## src/rtl/core/bdq_pkg.sv

```systemverilog
// Shared types, constants and ring-index helpers for the bounded deque.
package bdq_pkg;

    localparam int DEPTH      = 16;
    localparam int IDX_W      = (DEPTH > 1) ? $clog2(DEPTH) : 1;
    localparam int CNT_W      = $clog2(DEPTH + 1);
    localparam int SUM_W      = CNT_W + 1;
    localparam int VALUE_W    = 32;
    localparam int OP_W       = 3;
    localparam int STATUS_W   = 2;
    localparam int CMDQ_DEPTH = 2;
    localparam int CMDQ_PTR_W = (CMDQ_DEPTH > 1) ? $clog2(CMDQ_DEPTH) : 1;
    localparam int CMDQ_CNT_W = $clog2(CMDQ_DEPTH + 1);

    typedef enum logic [OP_W-1:0] {
        OP_PUSH_FRONT = 3'd0,
        OP_PUSH_BACK  = 3'd1,
        OP_POP_FRONT  = 3'd2,
        OP_POP_BACK   = 3'd3,
        OP_READ_FWD   = 3'd4,
        OP_READ_BWD   = 3'd5
    } op_t;

    typedef enum logic [STATUS_W-1:0] {
        ST_OK    = 2'd0,
        ST_EMPTY = 2'd1,
        ST_FULL  = 2'd2
    } status_t;

    typedef enum logic [1:0] {
        KIND_PUSH = 2'd0,
        KIND_POP  = 2'd1,
        KIND_READ = 2'd2
    } cmd_kind_t;

    typedef enum logic {
        BK_IDLE = 1'b0,
        BK_READ = 1'b1
    } back_state_t;

    typedef struct packed {
        cmd_kind_t                  kind;
        logic                       at_back;
        logic signed [VALUE_W-1:0]  value;
    } cmd_t;

    // base + off modulo DEPTH; base < DEPTH and off < DEPTH
    function automatic logic [IDX_W-1:0] ring_add(input logic [IDX_W-1:0] base,
                                                  input logic [CNT_W-1:0] off);
        logic [SUM_W-1:0] sum;
        sum = SUM_W'(base) + SUM_W'(off);
        if (sum >= SUM_W'(DEPTH))
        begin
            sum = sum - SUM_W'(DEPTH);
        end
        return sum[IDX_W-1:0];
    endfunction

    function automatic logic [IDX_W-1:0] ring_dec(input logic [IDX_W-1:0] base);
        logic [IDX_W-1:0] res;
        if (base == '0)
        begin
            res = IDX_W'(DEPTH - 1);
        end
        else
        begin
            res = base - IDX_W'(1);
        end
        return res;
    endfunction

endpackage

```

## src/rtl/core/bdq_if.sv

```systemverilog
// Request and response channel interfaces of the bounded deque.
interface bdq_req_if;
    logic                                 valid;
    logic                                 ready;
    logic [bdq_pkg::OP_W-1:0]             operation;
    logic signed [bdq_pkg::VALUE_W-1:0]   value;

    modport source (output valid, output operation, output value, input ready);
    modport sink   (input valid, input operation, input value, output ready);
endinterface

interface bdq_rsp_if;
    logic                                 valid;
    logic                                 ready;
    logic signed [bdq_pkg::VALUE_W-1:0]   result_value;
    logic [bdq_pkg::STATUS_W-1:0]         status;
    logic                                 last;

    modport source (output valid, output result_value, output status, output last,
                    input ready);
    modport sink   (input valid, input result_value, input status, input last,
                    output ready);
endinterface

```

## src/rtl/core/bounded_deque_core.sv

```systemverilog
// Top level of the bounded deque: front end, command queue and back end.
// A double-ended queue of 16 signed 32-bit words in a ring buffer. Each request
// beat carries one operation (push front/back, pop front/back, read forward or
// backward); codes 6 and 7 are taken and produce nothing. Push and pop each
// return one response beat; a push into a full deque is dropped with status
// full, a pop or read of an empty deque returns status empty. A read-out first
// enters a read state, then returns one response beat per stored element, with
// last on the final one, as the back end reads the ring buffer through a single
// port one element per beat. A two-entry command queue lets the front end keep
// taking requests while the back end works or the response register waits;
// storage holds no defined value until written.
module bounded_deque_core (
    input  logic       clk,
    input  logic       rst_n,
    bdq_req_if.sink    request,
    bdq_rsp_if.source  response
);

    logic            cmdq_push;
    bdq_pkg::cmd_t   cmdq_wr_cmd;
    logic            cmdq_full;
    logic            cmdq_valid;
    bdq_pkg::cmd_t   cmdq_rd_cmd;
    logic            cmdq_pop;

    bdq_front u_front (
        .request   (request),
        .cmdq_full (cmdq_full),
        .cmdq_push (cmdq_push),
        .cmdq_cmd  (cmdq_wr_cmd)
    );

    bdq_cmd_fifo u_cmdq (
        .clk      (clk),
        .rst_n    (rst_n),
        .wr_en    (cmdq_push),
        .wr_cmd   (cmdq_wr_cmd),
        .full     (cmdq_full),
        .rd_valid (cmdq_valid),
        .rd_cmd   (cmdq_rd_cmd),
        .rd_en    (cmdq_pop)
    );

    bdq_back u_back (
        .clk       (clk),
        .rst_n     (rst_n),
        .cmd_valid (cmdq_valid),
        .cmd       (cmdq_rd_cmd),
        .cmd_pop   (cmdq_pop),
        .response  (response)
    );

endmodule

```

## src/rtl/core/bdq_front.sv

```systemverilog
// Front end: accepts request beats and decodes them into queue commands.
module bdq_front (
    bdq_req_if.sink          request,
    input  logic             cmdq_full,
    output logic             cmdq_push,
    output bdq_pkg::cmd_t    cmdq_cmd
);

    bdq_pkg::op_t op;
    logic         known;

    assign op = bdq_pkg::op_t'(request.operation);

    always_comb
    begin
        known            = 1'b1;
        cmdq_cmd.value   = request.value;
        cmdq_cmd.kind    = bdq_pkg::KIND_PUSH;
        cmdq_cmd.at_back = 1'b0;
        unique case (op) inside
            bdq_pkg::OP_PUSH_FRONT, bdq_pkg::OP_PUSH_BACK:
            begin
                cmdq_cmd.kind    = bdq_pkg::KIND_PUSH;
                cmdq_cmd.at_back = (op == bdq_pkg::OP_PUSH_BACK);
            end
            bdq_pkg::OP_POP_FRONT, bdq_pkg::OP_POP_BACK:
            begin
                cmdq_cmd.kind    = bdq_pkg::KIND_POP;
                cmdq_cmd.at_back = (op == bdq_pkg::OP_POP_BACK);
            end
            bdq_pkg::OP_READ_FWD, bdq_pkg::OP_READ_BWD:
            begin
                cmdq_cmd.kind    = bdq_pkg::KIND_READ;
                cmdq_cmd.at_back = (op == bdq_pkg::OP_READ_BWD);
            end
            default:
            begin
                // unknown codes are taken and dropped
                known = 1'b0;
            end
        endcase
    end

    assign request.ready = !cmdq_full;
    assign cmdq_push     = request.valid && !cmdq_full && known;

endmodule

```

## src/rtl/core/bdq_cmd_fifo.sv

```systemverilog
// Short command queue between the front and back ends.
module bdq_cmd_fifo (
    input  logic             clk,
    input  logic             rst_n,
    input  logic             wr_en,
    input  bdq_pkg::cmd_t    wr_cmd,
    output logic             full,
    output logic             rd_valid,
    output bdq_pkg::cmd_t    rd_cmd,
    input  logic             rd_en
);

    bdq_pkg::cmd_t                      slots_reg [bdq_pkg::CMDQ_DEPTH];
    logic [bdq_pkg::CMDQ_PTR_W-1:0]     wr_ptr_reg, wr_ptr_next;
    logic [bdq_pkg::CMDQ_PTR_W-1:0]     rd_ptr_reg, rd_ptr_next;
    logic [bdq_pkg::CMDQ_CNT_W-1:0]     count_reg, count_next;
    logic                               do_wr, do_rd;

    assign full     = (count_reg == bdq_pkg::CMDQ_CNT_W'(bdq_pkg::CMDQ_DEPTH));
    assign rd_valid = (count_reg != '0);
    assign rd_cmd   = slots_reg[rd_ptr_reg];
    assign do_wr    = wr_en && !full;
    assign do_rd    = rd_en && rd_valid;

    always_comb
    begin
        wr_ptr_next = wr_ptr_reg;
        rd_ptr_next = rd_ptr_reg;
        count_next  = count_reg;
        if (do_wr)
        begin
            wr_ptr_next = (wr_ptr_reg == bdq_pkg::CMDQ_PTR_W'(bdq_pkg::CMDQ_DEPTH - 1))
                        ? '0 : wr_ptr_reg + bdq_pkg::CMDQ_PTR_W'(1);
        end
        if (do_rd)
        begin
            rd_ptr_next = (rd_ptr_reg == bdq_pkg::CMDQ_PTR_W'(bdq_pkg::CMDQ_DEPTH - 1))
                        ? '0 : rd_ptr_reg + bdq_pkg::CMDQ_PTR_W'(1);
        end
        if (do_wr && !do_rd)
        begin
            count_next = count_reg + bdq_pkg::CMDQ_CNT_W'(1);
        end
        else if (do_rd && !do_wr)
        begin
            count_next = count_reg - bdq_pkg::CMDQ_CNT_W'(1);
        end
    end

    always_ff @(posedge clk or negedge rst_n)
    begin
        if (!rst_n)
        begin
            wr_ptr_reg <= '0;
            rd_ptr_reg <= '0;
            count_reg  <= '0;
        end
        else
        begin
            wr_ptr_reg <= wr_ptr_next;
            rd_ptr_reg <= rd_ptr_next;
            count_reg  <= count_next;
        end
    end

    always_ff @(posedge clk)
    begin
        if (do_wr)
        begin
            slots_reg[wr_ptr_reg] <= wr_cmd;
        end
    end

endmodule

```

## src/rtl/core/bdq_back.sv

```systemverilog
// Back end: ring buffer, deque pointers, read-out sequencer and response register.
module bdq_back (
    input  logic             clk,
    input  logic             rst_n,
    input  logic             cmd_valid,
    input  bdq_pkg::cmd_t    cmd,
    output logic             cmd_pop,
    bdq_rsp_if.source        response
);

    logic signed [bdq_pkg::VALUE_W-1:0] mem [bdq_pkg::DEPTH];

    bdq_pkg::back_state_t               state_reg, state_next;
    logic [bdq_pkg::IDX_W-1:0]          front_reg, front_next;
    logic [bdq_pkg::CNT_W-1:0]          occ_reg, occ_next;
    logic [bdq_pkg::IDX_W-1:0]          rd_cnt_reg, rd_cnt_next;

    logic                               out_valid_reg;
    logic signed [bdq_pkg::VALUE_W-1:0] out_value_reg;
    bdq_pkg::status_t                   out_status_reg;
    logic                               out_last_reg;

    logic                               load_ok;
    logic                               emit, emit_from_mem, emit_last;
    bdq_pkg::status_t                   emit_status;
    logic                               wr_en;
    logic [bdq_pkg::IDX_W-1:0]          wr_idx, rd_idx;
    logic [bdq_pkg::CNT_W-1:0]          rd_off, rd_cnt_ext;

    assign load_ok    = !out_valid_reg || response.ready;
    assign rd_cnt_ext = bdq_pkg::CNT_W'(rd_cnt_reg);

    always_comb
    begin
        state_next    = state_reg;
        front_next    = front_reg;
        occ_next      = occ_reg;
        rd_cnt_next   = rd_cnt_reg;
        cmd_pop       = 1'b0;
        emit          = 1'b0;
        emit_from_mem = 1'b0;
        emit_last     = 1'b1;
        emit_status   = bdq_pkg::ST_OK;
        wr_en         = 1'b0;
        wr_idx        = front_reg;
        rd_idx        = front_reg;
        rd_off        = cmd.at_back ? (occ_reg - bdq_pkg::CNT_W'(1) - rd_cnt_ext) : rd_cnt_ext;

        unique case (state_reg)
            bdq_pkg::BK_IDLE:
            begin
                if (cmd_valid && load_ok)
                begin
                    unique case (cmd.kind)
                        bdq_pkg::KIND_PUSH:
                        begin
                            emit    = 1'b1;
                            cmd_pop = 1'b1;
                            if (occ_reg == bdq_pkg::CNT_W'(bdq_pkg::DEPTH))
                            begin
                                emit_status = bdq_pkg::ST_FULL;
                            end
                            else
                            begin
                                wr_en    = 1'b1;
                                occ_next = occ_reg + bdq_pkg::CNT_W'(1);
                                if (cmd.at_back)
                                begin
                                    wr_idx = bdq_pkg::ring_add(front_reg, occ_reg);
                                end
                                else
                                begin
                                    wr_idx     = bdq_pkg::ring_dec(front_reg);
                                    front_next = wr_idx;
                                end
                            end
                        end
                        bdq_pkg::KIND_POP:
                        begin
                            emit    = 1'b1;
                            cmd_pop = 1'b1;
                            if (occ_reg == '0)
                            begin
                                emit_status = bdq_pkg::ST_EMPTY;
                            end
                            else
                            begin
                                emit_from_mem = 1'b1;
                                occ_next      = occ_reg - bdq_pkg::CNT_W'(1);
                                if (cmd.at_back)
                                begin
                                    rd_idx = bdq_pkg::ring_add(front_reg,
                                                               occ_reg - bdq_pkg::CNT_W'(1));
                                end
                                else
                                begin
                                    rd_idx     = front_reg;
                                    front_next = bdq_pkg::ring_add(front_reg,
                                                                   bdq_pkg::CNT_W'(1));
                                end
                            end
                        end
                        bdq_pkg::KIND_READ:
                        begin
                            if (occ_reg == '0)
                            begin
                                emit        = 1'b1;
                                cmd_pop     = 1'b1;
                                emit_status = bdq_pkg::ST_EMPTY;
                            end
                            else
                            begin
                                rd_cnt_next = '0;
                                state_next  = bdq_pkg::BK_READ;
                            end
                        end
                        default:
                        begin
                            cmd_pop = 1'b1;
                        end
                    endcase
                end
            end
            bdq_pkg::BK_READ:
            begin
                // one element a beat; hold the command at the queue head until the last
                if (load_ok)
                begin
                    emit          = 1'b1;
                    emit_from_mem = 1'b1;
                    rd_idx        = bdq_pkg::ring_add(front_reg, rd_off);
                    emit_last     = (rd_cnt_ext + bdq_pkg::CNT_W'(1) == occ_reg);
                    if (emit_last)
                    begin
                        cmd_pop    = 1'b1;
                        state_next = bdq_pkg::BK_IDLE;
                    end
                    else
                    begin
                        rd_cnt_next = rd_cnt_reg + bdq_pkg::IDX_W'(1);
                    end
                end
            end
            default:
            begin
                state_next = bdq_pkg::BK_IDLE;
            end
        endcase
    end

    always_ff @(posedge clk or negedge rst_n)
    begin
        if (!rst_n)
        begin
            state_reg     <= bdq_pkg::BK_IDLE;
            front_reg     <= '0;
            occ_reg       <= '0;
            rd_cnt_reg    <= '0;
            out_valid_reg <= 1'b0;
        end
        else
        begin
            state_reg  <= state_next;
            front_reg  <= front_next;
            occ_reg    <= occ_next;
            rd_cnt_reg <= rd_cnt_next;
            if (emit)
            begin
                out_valid_reg <= 1'b1;
            end
            else if (response.ready)
            begin
                out_valid_reg <= 1'b0;
            end
        end
    end

    always_ff @(posedge clk)
    begin
        if (wr_en)
        begin
            mem[wr_idx] <= cmd.value;
        end
        if (emit)
        begin
            out_value_reg  <= emit_from_mem ? mem[rd_idx] : '0;
            out_status_reg <= emit_status;
            out_last_reg   <= emit_last;
        end
    end

    assign response.valid        = out_valid_reg;
    assign response.result_value = out_value_reg;
    assign response.status       = out_status_reg;
    assign response.last         = out_last_reg;

endmodule

```

## src/flat_wrapper.sv

```systemverilog
// flat-port wrapper written by rule: the top's interface ports become plain ports
module bounded_deque_core_flat 
  (clk, rst_n, request_valid, request_operation, request_value, request_ready, response_valid, response_result_value, response_status, response_last, response_ready);
  bdq_req_if request_i ();
  bdq_rsp_if response_i ();
  input  logic clk;
  input  logic rst_n;
  input wire logic [$bits(request_i.valid)-1:0] request_valid;
  input wire logic [$bits(request_i.operation)-1:0] request_operation;
  input wire logic [$bits(request_i.value)-1:0] request_value;
  output wire logic [$bits(request_i.ready)-1:0] request_ready;
  output wire logic [$bits(response_i.valid)-1:0] response_valid;
  output wire logic [$bits(response_i.result_value)-1:0] response_result_value;
  output wire logic [$bits(response_i.status)-1:0] response_status;
  output wire logic [$bits(response_i.last)-1:0] response_last;
  input wire logic [$bits(response_i.ready)-1:0] response_ready;
  assign request_i.valid = request_valid;
  assign request_i.operation = request_operation;
  assign request_i.value = request_value;
  assign request_ready = request_i.ready;
  assign response_valid = response_i.valid;
  assign response_result_value = response_i.result_value;
  assign response_status = response_i.status;
  assign response_last = response_i.last;
  assign response_i.ready = response_ready;
  bounded_deque_core u_core (.clk(clk), .rst_n(rst_n), .request(request_i), .response(response_i));
endmodule
```

## config.mk

```make
export PLATFORM = sky130hd
export DESIGN_NAME = bounded_deque_core_flat
export DESIGN_NICKNAME = d
export VERILOG_FILES = /design/src/rtl/core/bdq_pkg.sv /design/src/rtl/core/bdq_if.sv /design/src/rtl/core/bounded_deque_core.sv /design/src/rtl/core/bdq_front.sv /design/src/rtl/core/bdq_cmd_fifo.sv /design/src/rtl/core/bdq_back.sv /design/src/flat_wrapper.sv
export SDC_FILE = /design/constraint.sdc
export NUM_CORES = 1
export LEC_CHECK = 0
export BUFFER_PORTS_ARGS = -buffer_cell sky130_fd_sc_hd__buf_2
export CORE_UTILIZATION = 45
export DETAILED_ROUTE_END_ITERATION = 8
export PLACE_DENSITY = 0.65
export SLEW_MARGIN = 0
export SYNTH_ARGS = -nofsm -noshare
export SYNTH_HDL_FRONTEND = slang
export SYNTH_SLANG_ARGS = --single-unit
```

## constraint.sdc

```tcl
create_clock -name clk -period 4.5 [get_ports clk]
set_input_delay 0.9 -clock clk [delete_from_list [all_inputs] [get_ports clk]]
set_output_delay 0.9 -clock clk [all_outputs]
set_load 0.01 [all_outputs]
```

==> results_dict.tcl <==
set metrics [dict create \
    outcome "completed" \
    cap_violations 0 \
    cts_max_path_buffers 3 \
    cp_max_fo 16 \
    clk_latency_ns 0.65 \
    clkTransAtPathRegs_ns 0.06 \
    synth_edf_count 617 \
    multi_input_area_um2 6510 \
    drive_above_1_share_pct 22.0 \
    hold_buffers 0 \
    start_util_pct 45.7 \
    largest_reg_flops 512 \
    die_y_um 241 \
    finalClockSkew_ns 0.0485 \
    worst_slew_pin_slew_ns 1.15 \
    grt_pass1_wl_um 82000 \
    grt_overflow 0 \
    fp.dieW_um 241 \
    fmax_ghz 0.239 \
    cts_root_buf "clkbuf_16" \
    cts_tree "built" \
    cp-end-kind "flip-flop" \
    ys_ff_latch 636 \
    cp.required_ns 4.87 \
    dr.first_iter.drc_count 1059 \
    async_flop_share_pct 2.99 \
    synth-warning-count 0 \
    fin_crit_ns 4.19 \
    hp-class "in2async" \
    start_kind "flip-flop" \
    synth_area_leaders "edfxtp_1 72%, mux2i_1 10%, mux4_2 2.9%" \
    period_share_pct 93.1 \
    leakagePower_nw 10.5 \
    htree_num_levels 2 \
    wirelength_um 54900 \
    pwr_density_cell_nw_per_um2 805 \
    die_area_um2 58300 \
    seq_area_frac_synth_pct 73.6 \
    first_pass_iters 5 \
    syn_avg_cell_area_um2 18.6 \
    finalMaxSlewViolations 0 \
    gp_congestion 0.786 \
    nets 1572 \
    rows 87 \
    grt_pass1_vias 13100 \
    vdd_drop_max_uv 945 \
    critPathArrivalTime_ns 4.55 \
    rsz0062_at_grt "no" \
    crit_slowest_cell "fa_1" \
    post-cts-setup-buffers 0 \
    setup-violations-final 0 \
    setup-tns-final_ns 0 \
    worst_hold_slack_ns 0.252 \
    cts-resized-gates 0 \
    route.detailed.drc 0 \
    post_drt_wl_per_cell_um 23.7 \
    port_buffers 75 \
    p_total_mw 23.9 \
    dp_hpwl_um 31200 \
    grt_max_degree 58 \
    yosysTopAreaCell "edfxtp_1" \
    vias 12900 \
    core_um2 56500 \
    grt_usage_pct 19.3 \
    crit_chain "inv_1 > ha_1 > fa_1 > nor2_1 > a21o_1 > ha_1 > a21o_1 > a21oi_1 > xor2_1 > or4b_2 > mux2i_1 > nor3_4 > buf_4 > o32ai_1" \
    area_delta_synth_final_pct 14.9 \
    finalHoldViolCount 0 \
    antenna_found_initial 0 \
    ys.flop_type "edfxtp_1" \
    diodes 0 \
    ios 76 \
    synth.cell_area_um2 25800 \
    postRouteAntennaNets 0 \
    via_per_inst 5.56 \
    cts_sinks 636 \
    cts-buffers-inserted 61 \
    syn_nets 1450 \
    critical_path_class "reg2reg" \
    num-fill-cells 4467 \
    seq_area_um2 19000 \
    syn_inst 1384 \
    max_slew_margin_pct 23.4 \
    critPathMaxStageDelay_ns 0.49 \
    synth.top_cell.area_share_pct 71.8 \
    synth.distinct_cells 61 \
]
cell usage in the layout, fill, tap and decap left out, types with 12 or more instances in the layout:
| cell | synthesis | final |
|---|---|---|
| nand3_1 | 17 | 17 |
| xor2_1 | 14 | 14 |
| buf_4 | 3 | 39 |
| buf_2 | 25 | 75 |
| ha_1 | 23 | 23 |
| o32ai_2 | 12 | 12 |
| edfxtp_1 | 617 | 617 |
| dfrtp_1 | 19 | 18 |
| a22o_1 | 63 | 63 |
| mux4_2 | 33 | 33 |
| inv_1 | 17 | 17 |
| clkinv_1 | 0 | 12 |
| nor2_4 | 0 | 20 |
| nand2_1 | 23 | 23 |
| mux2_2 | 36 | 36 |
| nor2_1 | 41 | 21 |
| mux2i_1 | 267 | 267 |
| clkinv_2 | 0 | 17 |
| buf_12 | 1 | 19 |
| o32ai_1 | 19 | 19 |
| clkbuf_16 | 0 | 61 |
worst paths after layout:
path | start | slack, ns | cells after the start | end
setup / recovery | u_core.u_back.occ_reg[1] | 0.31 | 14 | u_core.u_back.response.result_value[8]
max in group asynchronous | rst_n | 3.87 | 1 | u_core.u_cmdq.rd_ptr_reg
hold / removal | rst_n | 0.25 | 1 | u_core.u_back.rd_cnt_reg[2]
hold reg to reg | u_core.u_cmdq.count_reg[1] | 0.54 | 1 | u_core.u_cmdq.count_reg[1]
setup reg to reg | u_core.u_back.occ_reg[1] | 0.31 | 14 | u_core.u_back.response.result_value[8]
min in group clk | request_value[21] | 0.43 | 1 | u_core.u_cmdq.slots_reg[0][21]
layout make-up:
| class | count | area share, % |
|---|---|---|
| well taps | 756 | 3.19 |
| multi-input cells | 657 | 22.0 |
| repair buffers | 133 | 3.54 |
| flip-flops and latches | 636 | 64.1 |
| clock buffers | 71 | 5.28 |
| inverters | 17 | 0.215 |
| clock inverters | 44 | 1.69 |
through the flow:
step / std cells / cell area, µm² / worst slack (ns) / utilization [%]
finish: 2314 / 29600 / 0.312 / 52.5
global route: 2314 / 29600 / 0.114 / 52.5
CTS: 2314 / 29600 / 0.0963 / 52.5
detailed placement: 2199 / 27600 / 0.0892 / 48.8
global placement: 2199 / 27600 / 0.246 / 48.8
floorplan: 1384 / 25800 / 0.506 / -
cells in the mapped netlist, types with 19 or more instances:
master and count:
a22o_1 63, buf_2 25, clkbuf_1 30, dfrtp_1 19, edfxtp_1 617, ha_1 23
mux2_2 36, mux2i_1 267, mux4_2 33, nand2_1 23, nor2_1 41, o32ai_1 19
cell families after synthesis:
| group | synth area share, % |
|---|---|
| adders and majority gates | 1.43 |
| muxes | 14.8 |
| DFF | 73.6 |
| buffers and inverters | 1.87 |
| xor gates and xnor gates | 0.849 |
| and+or+nand+nor | 2.55 |
| AOI/OAI and AO/OA | 4.85 |
layer usage:
layer  track usage, %  wire [µm]
met5                0          0
met4             4.99       1120
met3             3.25       2760
met2             31.9      27000
met1             26.5      24000
where the power goes:
part	switching (mW)	internal, mW	total (mW)
clock network	2.19	3.02	5.21
logic	5.94	4.80	10.7
registers	0.266	7.63	7.90
worst max-delay path, delay by kind of cell (launching register included):
kind            cells  cell delay (ns)
xor+xnor            1             0.27
buf+inv             2             0.56
simple gates        3             0.73
flops               1             0.45
fa+ha+maj           3             1.12
compound gates      4             0.71
mux                 1             0.10
No activity file was read; power rests on OpenSTA's default activity.
